==> src/rtl/cnd_pkg.sv <==
// types, constants and the log fraction table function for the c/n0 estimator
// used by every module of the block; depends on nothing
`default_nettype none

package cnd_pkg;

  localparam int ACC_WIDTH  = 16;
  localparam int NOISE_W    = 32;
  localparam int CFG_W      = 16;
  localparam int SQ_W       = 2 * ACC_WIDTH;
  localparam int PWR_W      = SQ_W + 1;
  localparam int PROD_W     = PWR_W + CFG_W;
  localparam int RECIP_FRAC = 8;
  localparam int C_W        = PROD_W - RECIP_FRAC;
  localparam int FRAC_W     = 16;
  localparam int K_W        = $clog2(C_W);
  localparam int LOG_W      = K_W + FRAC_W;
  localparam int DIFF_W     = LOG_W + 1;
  localparam int DB_K_W     = 18;
  localparam int MAG_W      = LOG_W + DB_K_W;
  localparam int DB_SHIFT   = 24;
  localparam int DB_W       = MAG_W - DB_SHIFT + 1;
  localparam int SUM_W      = DB_W + 2;
  localparam int RES_W      = 16;
  localparam int PADDR_W    = 4;
  localparam int PDATA_W    = 32;

  localparam logic [DB_K_W-1:0]      DB_PER_LOG2 = 18'd197283;
  localparam logic signed [RES_W-1:0] RES_MAX    = 16'sh7fff;
  localparam logic signed [RES_W-1:0] RES_MIN    = 16'sh8000;
  localparam logic [CFG_W-1:0]       RECIP_RST   = 16'd256;

  localparam logic [1:0] REG_RECIP     = 2'd0;
  localparam logic [1:0] REG_LOG_BW    = 2'd1;
  localparam logic [1:0] REG_EST_SHIFT = 2'd2;

  typedef struct packed {
    logic signed [ACC_WIDTH-1:0] in_phase;
    logic signed [ACC_WIDTH-1:0] quadrature;
    logic [NOISE_W-1:0]          noise_power;
  } in_t;

  typedef struct packed {
    logic signed [RES_W-1:0] cn0_estimate;
    logic                    estimate_invalid;
  } out_t;

  typedef struct packed {
    logic [CFG_W-1:0]        recip;
    logic signed [CFG_W-1:0] log_bw;
    logic signed [CFG_W-1:0] est_shift;
  } cfg_t;

  typedef struct packed {
    logic lod_en;
    logic norm_en;
  } log_ctl_t;

  typedef struct packed {
    logic inv;
    logic c_zero;
  } flg_t;

  // log2(1 + f / 2^bits) in q.16, truncated, by repeated squaring
  function automatic logic [FRAC_W-1:0] frac_log2(input int unsigned f,
                                                  input int unsigned bits);
    logic [63:0]       m;
    logic [FRAC_W-1:0] r;
    m = (64'd1 << 30) + (64'(f) << (30 - bits));
    r = '0;
    for (int b = FRAC_W - 1; b >= 0; b--) begin
      m = (m * m) >> 30;
      if (m >= (64'd1 << 31)) begin
        m    = m >> 1;
        r[b] = 1'b1;
      end
    end
    return r;
  endfunction

endpackage

`default_nettype wire

==> src/rtl/cnd_cfg_regs.sv <==
// apb-style configuration registers of the c/n0 estimator
// depends on cnd_pkg
`default_nettype none

module cnd_cfg_regs (
  input  wire logic                         clk_i,
  input  wire logic                         rst_ni,
  input  wire logic                         psel,
  input  wire logic                         penable,
  input  wire logic                         pwrite,
  input  wire logic [cnd_pkg::PADDR_W-1:0]  paddr,
  input  wire logic [cnd_pkg::PDATA_W-1:0]  pwdata,
  output logic      [cnd_pkg::PDATA_W-1:0]  prdata,
  output logic                              pready,
  output cnd_pkg::cfg_t                     cfg_o
);

  cnd_pkg::cfg_t cfg_q;
  logic [1:0]    idx;
  logic          wr;

  assign idx    = paddr[cnd_pkg::PADDR_W-1:2];
  assign wr     = psel && penable && pwrite;
  assign pready = 1'b1;
  assign cfg_o  = cfg_q;

  always_ff @(posedge clk_i or negedge rst_ni) begin
    if (!rst_ni) begin
      cfg_q.recip     <= cnd_pkg::RECIP_RST;
      cfg_q.log_bw    <= '0;
      cfg_q.est_shift <= '0;
    end else if (wr) begin
      case (idx)
        cnd_pkg::REG_RECIP:     cfg_q.recip     <= pwdata[cnd_pkg::CFG_W-1:0];
        cnd_pkg::REG_LOG_BW:    cfg_q.log_bw    <= pwdata[cnd_pkg::CFG_W-1:0];
        cnd_pkg::REG_EST_SHIFT: cfg_q.est_shift <= pwdata[cnd_pkg::CFG_W-1:0];
        default: ;
      endcase
    end
  end

  always_comb begin
    case (idx)
      cnd_pkg::REG_RECIP:     prdata = cnd_pkg::PDATA_W'(cfg_q.recip);
      cnd_pkg::REG_LOG_BW:    prdata = cnd_pkg::PDATA_W'(cfg_q.log_bw);
      cnd_pkg::REG_EST_SHIFT: prdata = cnd_pkg::PDATA_W'(cfg_q.est_shift);
      default:                prdata = '0;
    endcase
  end

endmodule

`default_nettype wire

==> src/rtl/cnd_log2.sv <==
// two-stage fixed point log2: leading-one search, then normalize and fraction table
// depends on cnd_pkg
`default_nettype none

module cnd_log2 #(
  parameter int WIDTH    = 41,
  parameter int TBL_BITS = 6
) (
  input  wire logic                        clk_i,
  input  wire cnd_pkg::log_ctl_t           ctl_i,
  input  wire logic [WIDTH-1:0]            val_i,
  output logic      [cnd_pkg::LOG_W-1:0]   log_o
);

  localparam int KW      = $clog2(WIDTH);
  localparam int LW      = cnd_pkg::LOG_W;
  localparam int FW      = cnd_pkg::FRAC_W;
  localparam int ENTRIES = 2 ** TBL_BITS;

  logic [FW-1:0]       tbl [ENTRIES];
  logic [KW-1:0]       k_d, k_q, sh;
  logic [WIDTH-1:0]    v_q, vn;
  logic [TBL_BITS-1:0] f;
  logic [LW-1:0]       log_d, log_q;

  for (genvar j = 0; j < ENTRIES; j++) begin : g_tbl
    localparam logic [FW-1:0] ENT = cnd_pkg::frac_log2(j, TBL_BITS);
    assign tbl[j] = ENT;
  end

  always_comb begin
    k_d = '0;
    for (int i = 0; i < WIDTH; i++) begin
      if (val_i[i]) k_d = KW'(i);
    end
  end

  assign sh    = KW'(WIDTH - 1) - k_q;
  assign vn    = v_q << sh;
  assign f     = vn[WIDTH-2 -: TBL_BITS];
  assign log_d = (LW'(k_q) << FW) | LW'(tbl[f]);
  assign log_o = log_q;

  always_ff @(posedge clk_i) begin
    if (ctl_i.lod_en) begin
      k_q <= k_d;
      v_q <= val_i;
    end
    if (ctl_i.norm_en) begin
      log_q <= log_d;
    end
  end

endmodule

`default_nettype wire

==> src/rtl/carrier_to_noise_density_estimate.sv <==
// top level of the c/n0 estimator: seven-stage pipeline and register port
// depends on cnd_pkg, cnd_cfg_regs and cnd_log2
// throughput: one item per cycle while the output is not stalled; each
// stage holds its item only while the next stage is full and stalled, so
// bubbles close up under backpressure
// reset clears all stage valid bits and loads the registers with their defaults
`default_nettype none

module carrier_to_noise_density_estimate #(
  parameter int LOG_TABLE_BITS = 6
) (
  input  wire logic                         clk_i,
  input  wire logic                         rst_ni,
  input  wire logic                         in_valid_i,
  output logic                              in_ready_o,
  input  wire cnd_pkg::in_t                 in_data_i,
  output logic                              out_valid_o,
  input  wire logic                         out_ready_i,
  output cnd_pkg::out_t                     out_data_o,
  input  wire logic                         psel,
  input  wire logic                         penable,
  input  wire logic                         pwrite,
  input  wire logic [cnd_pkg::PADDR_W-1:0]  paddr,
  input  wire logic [cnd_pkg::PDATA_W-1:0]  pwdata,
  output logic      [cnd_pkg::PDATA_W-1:0]  prdata,
  output logic                              pready
);

  localparam int NSTG   = 7;
  localparam int AW     = cnd_pkg::ACC_WIDTH;
  localparam int SQ_W   = cnd_pkg::SQ_W;
  localparam int PWR_W  = cnd_pkg::PWR_W;
  localparam int PROD_W = cnd_pkg::PROD_W;
  localparam int C_W    = cnd_pkg::C_W;
  localparam int NW     = cnd_pkg::NOISE_W;
  localparam int LW     = cnd_pkg::LOG_W;
  localparam int DW     = cnd_pkg::DIFF_W;
  localparam int MW     = cnd_pkg::MAG_W;
  localparam int DBW    = cnd_pkg::DB_W;
  localparam int SW     = cnd_pkg::SUM_W;
  localparam int RW     = cnd_pkg::RES_W;

  cnd_pkg::cfg_t     cfg;
  cnd_pkg::log_ctl_t lctl;

  logic [NSTG-1:0] vld_q, vld_d, rdy;

  logic [SQ_W-1:0]   sqi_q, sqq_q;
  logic [NW-1:0]     n0_q, n1_q, n2_q;
  logic [PWR_W-1:0]  pwr;
  logic [PROD_W-1:0] prod_d, prod_q;
  logic [C_W-1:0]    c_raw, c_sub, c2_q;
  cnd_pkg::flg_t     flg2_d, flg2_q, flg3_q, flg4_q, flg5_q;
  logic [LW-1:0]     log_c, log_n;
  logic signed [DW-1:0] diff;
  logic [LW-1:0]     abs_d;
  logic [MW-1:0]     mag_d, mag_q, rnd;
  logic              neg_q;
  logic [DBW-2:0]    db_u;
  logic signed [DBW-1:0] db_s;
  logic signed [SW-1:0]  sum;
  cnd_pkg::out_t     out_d, out_q;

  function automatic logic [AW-1:0] acc_mag(input logic [AW-1:0] v);
    return v[AW-1] ? (~v + AW'(1)) : v;
  endfunction

  cnd_cfg_regs u_cfg (
    .clk_i   (clk_i),
    .rst_ni  (rst_ni),
    .psel    (psel),
    .penable (penable),
    .pwrite  (pwrite),
    .paddr   (paddr),
    .pwdata  (pwdata),
    .prdata  (prdata),
    .pready  (pready),
    .cfg_o   (cfg)
  );

  // stage handshake
  always_comb begin
    rdy[NSTG-1] = !vld_q[NSTG-1] || out_ready_i;
    for (int s = NSTG - 2; s >= 0; s--) begin
      rdy[s] = !vld_q[s] || rdy[s+1];
    end
    vld_d[0] = rdy[0] ? in_valid_i : vld_q[0];
    for (int s = 1; s < NSTG; s++) begin
      vld_d[s] = rdy[s] ? vld_q[s-1] : vld_q[s];
    end
  end

  assign in_ready_o  = rdy[0];
  assign out_valid_o = vld_q[NSTG-1];
  assign out_data_o  = out_q;

  always_ff @(posedge clk_i or negedge rst_ni) begin
    if (!rst_ni) begin
      vld_q <= '0;
    end else begin
      vld_q <= vld_d;
    end
  end

  // power scaling and noise subtraction
  assign pwr    = PWR_W'(sqi_q) + PWR_W'(sqq_q);
  assign prod_d = PROD_W'(pwr) * PROD_W'(cfg.recip);
  assign c_raw  = prod_q[PROD_W-1:cnd_pkg::RECIP_FRAC];
  assign c_sub  = (c_raw > C_W'(n1_q)) ? (c_raw - C_W'(n1_q)) : c_raw;
  assign flg2_d.c_zero = (c_sub == '0);
  assign flg2_d.inv    = (c_sub == '0) || (n1_q == '0);

  assign lctl.lod_en  = rdy[3];
  assign lctl.norm_en = rdy[4];

  cnd_log2 #(.WIDTH(C_W), .TBL_BITS(LOG_TABLE_BITS)) u_log_c (
    .clk_i (clk_i),
    .ctl_i (lctl),
    .val_i (c2_q),
    .log_o (log_c)
  );

  cnd_log2 #(.WIDTH(NW), .TBL_BITS(LOG_TABLE_BITS)) u_log_n (
    .clk_i (clk_i),
    .ctl_i (lctl),
    .val_i (n2_q),
    .log_o (log_n)
  );

  // db conversion
  assign diff  = $signed({1'b0, log_c}) - $signed({1'b0, log_n});
  assign abs_d = diff[DW-1] ? LW'(-diff) : LW'(diff);
  assign mag_d = MW'(abs_d) * MW'(cnd_pkg::DB_PER_LOG2);

  // rounding, offsets and saturation
  assign rnd  = mag_q + (MW'(1) << (cnd_pkg::DB_SHIFT - 1));
  assign db_u = rnd[MW-1:cnd_pkg::DB_SHIFT];
  assign db_s = neg_q ? -$signed({1'b0, db_u}) : $signed({1'b0, db_u});
  assign sum  = SW'(db_s) + SW'(cfg.log_bw) + SW'(cfg.est_shift);

  always_comb begin
    out_d.estimate_invalid = flg5_q.inv;
    if (flg5_q.inv) begin
      out_d.cn0_estimate = flg5_q.c_zero ? cnd_pkg::RES_MIN : cnd_pkg::RES_MAX;
    end else if (sum > SW'(cnd_pkg::RES_MAX)) begin
      out_d.cn0_estimate = cnd_pkg::RES_MAX;
    end else if (sum < SW'(cnd_pkg::RES_MIN)) begin
      out_d.cn0_estimate = cnd_pkg::RES_MIN;
    end else begin
      out_d.cn0_estimate = sum[RW-1:0];
    end
  end

  always_ff @(posedge clk_i) begin
    if (rdy[0]) begin
      sqi_q <= SQ_W'(acc_mag(in_data_i.in_phase)) * SQ_W'(acc_mag(in_data_i.in_phase));
      sqq_q <= SQ_W'(acc_mag(in_data_i.quadrature))
               * SQ_W'(acc_mag(in_data_i.quadrature));
      n0_q  <= in_data_i.noise_power;
    end
    if (rdy[1]) begin
      prod_q <= prod_d;
      n1_q   <= n0_q;
    end
    if (rdy[2]) begin
      c2_q   <= c_sub;
      n2_q   <= n1_q;
      flg2_q <= flg2_d;
    end
    if (rdy[3]) begin
      flg3_q <= flg2_q;
    end
    if (rdy[4]) begin
      flg4_q <= flg3_q;
    end
    if (rdy[5]) begin
      mag_q  <= mag_d;
      neg_q  <= diff[DW-1];
      flg5_q <= flg4_q;
    end
    if (rdy[6]) begin
      out_q <= out_d;
    end
  end

  a_invalid_saturates : assert property (@(posedge clk_i) disable iff (!rst_ni)
    out_valid_o && out_data_o.estimate_invalid |->
      (out_data_o.cn0_estimate == cnd_pkg::RES_MAX) ||
      (out_data_o.cn0_estimate == cnd_pkg::RES_MIN))
    else $error("invalid estimate not saturated");

  a_stall_only_when_full : assert property (@(posedge clk_i) disable iff (!rst_ni)
    !in_ready_o |-> &vld_q)
    else $error("input stalled while pipeline has a bubble");

  a_out_from_prev_stage : assert property (@(posedge clk_i) disable iff (!rst_ni)
    $rose(out_valid_o) |-> $past(vld_q[NSTG-2]))
    else $error("output item appeared without an item in the previous stage");

endmodule

`default_nettype wire

==> config.mk <==
export PLATFORM = sky130hd
export DESIGN_NAME = carrier_to_noise_density_estimate
export DESIGN_NICKNAME = d
export VERILOG_FILES = /design/src/rtl/cnd_pkg.sv /design/src/rtl/cnd_cfg_regs.sv /design/src/rtl/cnd_log2.sv /design/src/rtl/carrier_to_noise_density_estimate.sv
export SDC_FILE = /design/constraint.sdc
export NUM_CORES = 2
export LEC_CHECK = 0
export ABC_CLOCK_PERIOD_IN_PS = 10800
export BUFFER_PORTS_ARGS = -buffer_cell sky130_fd_sc_hd__buf_4
export CORE_MARGIN = 5
export CORE_UTILIZATION = 49
export DETAILED_ROUTE_END_ITERATION = 8
export GPL_TIMING_DRIVEN = 0
export PLACE_DENSITY = 0.73
export SYNTH_ARGS = -nofsm -noshare
export SYNTH_HDL_FRONTEND = slang
export SYNTH_SLANG_ARGS = --single-unit
==> constraint.sdc <==
create_clock -name clk_i -period 10.8 [get_ports clk_i]
set_input_delay 1.08 -clock clk_i [delete_from_list [all_inputs] [get_ports clk_i]]
set_output_delay 1.08 -clock clk_i [all_outputs]
set_load 0.01 [all_outputs]
Yosys cells after proc, flatten, opt, wreduce, memory -nomap -nowiden
Memory sizes are Yosys's and may differ from the RTL's.
Cells that the tools add are included.

word-level totals
  register bits = 499
  ROM bits = 2048
  memories = 2
  output and inout bits = 52
  word-level logic and storage cells = 184

cells by class
  reduce and logical (&&, ||, !) cells = 28
  multipliers = 4
  bitwise operators = 6
  mux-type cells = 83
  equality and inequality tests = 2
  shifts and indexed selects = 2
  $add $sub $neg = 12
  order comparisons = 5

memories
  memory           depth  bits a word  rd ports  clocked after Yosys merged registers in  wr ports  RTL line        RTL
  (no name shown)  64     16           1         0                                        0         cnd_log2.sv:41  assign log_d = (LW'(k_q) << FW) | LW'(tbl[f]);
  (no name shown)  64     16           1         0                                        0         cnd_log2.sv:41

operator list
  kind                                                  number
  2-to-1 mux 6 bit                                      30
  2-to-1 mux 16 bit                                     10
  one-hot mux 32 bit (3 select lines)                   1
  2-to-1 mux 5 bit                                      14
  multiplier 16 x 16 -> 32 bit                          2
  2-to-1 mux 4 bit                                      16
  multiplier 33 x 16 -> 49 bit                          1
  greater-than comparator 41 x 32 -> 1 bit              1
  logical NOT 41 bit                                    1
  2-to-1 mux 41 bit                                     1
  left shift 41 x 6 -> 40 bit                           1
  subtractor 41 x 32 -> 41 bit                          1
  adder 40 x 24 -> 40 bit (second input constant)       1
  multiplier 22 x 18 -> 40 bit (second input constant)  1
  adder 32 x 32 -> 33 bit                               1
  adder 16 x 1 -> 16 bit (second input constant)        2
  logical NOT 32 bit                                    1
  inverter 16 bit                                       2
  left shift 32 x 5 -> 31 bit                           1
  subtractor 22 x 22 -> 23 bit                          1
  2-to-1 mux 22 bit                                     1
  negator 22 bit                                        1
  bitwise OR 22 x 16 -> 22 bit                          1
  bitwise OR 21 x 16 -> 21 bit                          1
  other kinds (25)                                      49

Logic depth before layout (Yosys ltp)
  depth after elaboration = 39
  mapped depth = 39

By module
Synthesis repeated with hierarchy kept, for this count alone.

unflattened totals
  cell total of the unflattened synthesis = 6534
  area total of the unflattened synthesis = 64180.3 um^2

by module, submodules not included
  module                             cells an instance  instances  seq. area each (um^2)  area an instance (um^2)
  carrier_to_noise_density_estimate  5321               1          8673.3                 51353.0
  cnd_log2 (u_log_c)                 554                1          2042.0                 5560.3
  cnd_log2 (u_log_n)                 482                1          1711.6                 4916.0
  cnd_cfg_regs                       177                1          1202.4                 2351.0

Worst setup path before layout
Ideal clock, no wire load.

  path kind = input port to flip-flop
  start point = input port in_data_i[32] in the netlist's numbering
  end point = register sqq_q[28] (data pin)
  setup slack = 1.852 ns
  stages on the path = 34
  data arrival time = 8.683 ns
  cells stage by stage = clkbuf_1 > inv_1 > clkbuf_1 > ha_1 > nand2_1 > or4_1 > o21ai_0 > xnor2_1 > clkbuf_1 > inv_1 > clkbuf_1 > nor2_1 > fa_1 > inv_1 > fa_1 > fa_1 > fa_1 > inv_1 > fa_1 > inv_1 > fa_1 > inv_1 > ha_1 > a21o_1 > a21oi_1 > inv_1 > o21a_1 > o21a_1 > o2111ai_1 > nor4bb_1 > nor2_1 > a221o_1 > o41ai_1 > xnor2_1

between the ends
  cells in the longest elaborated chain, start to end = 4

ends and longest elaborated chain
  item                              RTL line                                  RTL
  start, declared                   carrier_to_noise_density_estimate.sv:16   input wire cnd_pkg::in_t in_data_i,
  inverter 16 bit                   carrier_to_noise_density_estimate.sv:65   return v[AW-1] ? (~v + AW'(1)) : v;
  adder 16 x 1 -> 16 bit            carrier_to_noise_density_estimate.sv:65
  2-to-1 mux 16 bit (*)             carrier_to_noise_density_estimate.sv:65
  multiplier 16 x 16 -> 32 bit (*)  carrier_to_noise_density_estimate.sv:158  * SQ_W'(acc_mag(in_data_i.quadrature));
  end signal, assigned              carrier_to_noise_density_estimate.sv:157  sqq_q <= SQ_W'(acc_mag(in_data_i.quadrature))
  end, declared                     carrier_to_noise_density_estimate.sv:48   logic [SQ_W-1:0] sqi_q, sqq_q;

Mark *: on every way between the ends. The rest lies on a longest branch, timed or not.
A chain may end at the register's enable or synchronous reset.

Worst setup path in the final report
Ends and elaborated chain as after synthesis.

==> results.json <==
{
  "status": "finished, final reports clean",
  "hold-path-endpoint": "n1_q[24]",
  "die_w_um": 369,
  "antenna_left": 0,
  "cts_tree": "yes",
  "wl_per_cell_um": 19.8,
  "hpwl_mm": 138,
  "crit_path_top_delay_cell": "fa_1",
  "cts-root-buf": "clkbuf_16",
  "core-area_um2": 128000,
  "drv_slew": 0,
  "finalSetupTns_ns": 0,
  "grt_max_degree": 81,
  "layout_min_cycle_time_ns": 10.30,
  "worst_pin_slew_ns": 1.36,
  "clk_pin_slew_ns": 0.07,
  "netlist_area_um2": 63100,
  "first_global_vias": 50300,
  "fin_crit_sh": 0.954,
  "drt_wl_total_mm": 169,
  "cts_buffer_depth": 3,
  "portBuffers": 139,
  "hold-worst-slack_ns": 0.403,
  "path_common_cell": "inv_1",
  "synth_cell_types": 91,
  "startpoint_type": "input pin",
  "cts.sinks": 463,
  "ff2ff_path_depth": 33,
  "drive_gt1_frac": 0.0665,
  "r2r_end": "prod_q[43]",
  "tritoncts.num_buffers": 52,
  "vias": 47800,
  "worstPathRequired_ns": 11.19,
  "num_rows": 131,
  "drtPass1Iterations": 6,
  "synth_cells": 6596,
  "grt_first_pass_wirelength_mm": 271,
  "worstPathArrival_ns": 10.70,
  "seq_area_frac_synth": 0.216,
  "h-tree-depth": 2,
  "async_flop_share": 0.119,
  "critPathMaxFanout": 11,
  "antenna_found_initial": 3,
  "start_util": 0.494,
  "path_class": "input pin to register",
  "globalplace.congestion": 0.953,
  "die_h_um": 369,
  "dominantRegCellSynth": "edfxtp_1",
  "r2r-start": "sqi_q[3]",
  "r2r_slack_ns": 0.52,
  "hold_violations": 0,
  "min_path_type": "register to register",
  "cap_violations": 0,
  "cts_hold_buffers": 0,
  "synth.yosys.warnings": 0,
  "skew_ns": 0.0314,
  "end_kind": "register",
  "final_nets": 8400,
  "drtIter0Drc": 3593,
  "ios": 159,
  "nFillCells": 11200,
  "placed_area_um2": 66600,
  "synth-seq-cells": 463,
  "finalSetupViolations": 0,
  "clkLatencyLatePin_ns": 0.67,
  "critPathMaxStageDelay_ns": 0.55,
  "grt_overflow": 0,
  "via_per_inst": 5.60,
  "fmax_mhz": 97.1,
  "slew_headroom": 0.0834,
  "area_growth_pct": 8.78,
  "final_cell_area_um2": 68700,
  "synth-edff-count": 408,
  "gr-usage-all-layers": 0.250,
  "hold_depth": 0,
  "min_from": "n0_q[24]",
  "synth.avg_cell_area_um2": 9.57,
  "route.detailed.drc": 0,
  "die_area_um2": 136000
}
[layout make-up]
cell class | instances | area [µm²] | area share
clock inverters | 37 | 529 | 0.00771
multi-input cells | 4635 | 43900 | 0.640
plain buffers | 242 | 1020 | 0.0149
inverters | 1277 | 4800 | 0.0699
repair buffers | 153 | 1280 | 0.0186
diodes | 2 | 5.00 | 0.0000729
clock buffers | 61 | 1410 | 0.0205
flip-flops and latches | 463 | 13600 | 0.199
well taps | 1662 | 2080 | 0.0303
[critical path, delay by kind of cell]
kind	cells	cell delay (ns)
AO/OA/AOI/OAI	8	2.00
buffers and inverters	11	2.28
adder cells (fa/ha/maj)	8	3.46
XOR/XNOR	2	0.35
AND/OR/NAND/NOR	5	1.53
[layout by cell type, fill, tap and decap left out, types with 15 or more instances in the layout]
cell type,instances
a211oi_1,43
a21o_1,53
a21oi_1,223
a31oi_1,28
and2_1,228
and3_1,18
buf_1,15
buf_2,20
buf_4,159
clkbuf_1,187
clkbuf_16,55
clkinv_1,21
conb_1,25
dfrtp_1,54
edfxtp_1,408
fa_1,856
ha_1,613
inv_1,1258
mux2_2,62
mux2i_1,82
mux4_2,40
nand2_1,707
nand2b_1,41
nand3_1,67
nand4_1,23
nor2_1,390
nor2b_1,40
nor3_1,93
nor4_1,35
o211ai_1,28
o21a_1,58
o21ai_0,258
o21bai_1,32
o22ai_1,15
o31ai_1,32
or2_2,23
or3_1,28
xnor2_1,181
xor2_1,93
[per-layer routing]
| layer | part of all wire | GRT usage |
|---|---|---|
| met4 | 0.066 | 0.135 |
| met3 | 0.071 | 0.0428 |
| met5 | 0 | 0 |
| met2 | 0.48 | 0.426 |
| met1 | 0.38 | 0.303 |
[cell usage after synthesis, drive strengths merged, types with 44 or more instances]
cell type / n / area share
clkbuf: 192 / 0.011
edfxtp: 408 / 0.19
buf: 52 / 0.0047
nand3: 69 / 0.0055
xnor2: 186 / 0.026
a211oi: 44 / 0.0052
a21oi: 225 / 0.018
nor2: 391 / 0.023
nor3: 94 / 0.0075
o21a: 58 / 0.0069
mux2: 62 / 0.011
fa: 856 / 0.27
ha: 613 / 0.12
nand2: 708 / 0.042
a21o: 53 / 0.0063
xor2: 97 / 0.013
mux2i: 82 / 0.013
and2: 229 / 0.023
o21ai: 271 / 0.022
inv: 1263 / 0.075
dfrtp: 54 / 0.021
[through the flow]
step / utilization / cells / setup WS (ns)
3_3_place_gp: 0.519 / 8420 / -0.161
6_report: 0.537 / 8532 / 0.497
4_1_cts: 0.536 / 8528 / 0.118
2_1_floorplan: - / 6619 / 1.85
5_1_grt: 0.537 / 8530 / -0.0615
3_5_place_dp: 0.521 / 8431 / -0.317
[sequential cells by signal, summed over array words and instances (netlist names), 22 cells and up]
signal         flops
u_log_c.log_o     22
u_log_c.v_q       40
n0_q              32
u_cfg.cfg_o       48
n2_q              32
c2_q              41
u_log_n.v_q       31
n1_q              32
sqq_q             31
sqi_q             31
prod_q            41
[logic make-up after synthesis]
| kind of cell | share of synthesized area |
|---|---|
| muxes | 0.0383 |
| adders and majority gates | 0.393 |
| xor gates and xnor gates | 0.0393 |
| DFF | 0.216 |
| other | 0.000119 |
| buffers and inverters | 0.0920 |
| and+or+nand+nor | 0.128 |
| AOI/OAI and AO/OA | 0.0936 |
[what timing repair did]
action                     CTS  global route
gates resized for setup      6            39
pin swaps                    0             1
buffers inserted             0             3
setup endpoints to repair    9            18
[worst max-delay path by stage]
stage                   from          to  slack [ns]  cells after the start
2_1_floorplan  in_data_i[32]   sqq_q[28]        1.85                     34
3_3_place_gp   in_data_i[32]   sqq_q[28]       -0.16                     31
3_5_place_dp   in_data_i[32]   sqq_q[28]       -0.32                     31
4_1_cts             sqi_q[3]  prod_q[48]        0.12                     33
5_1_grt             sqi_q[3]  prod_q[43]       -0.06                     34
6_report       in_data_i[32]   sqq_q[28]        0.50                     34
Power is left out: the tool's default activity adds up to more than one toggle a clock period on the data nets, which glitch-free logic cannot reach.
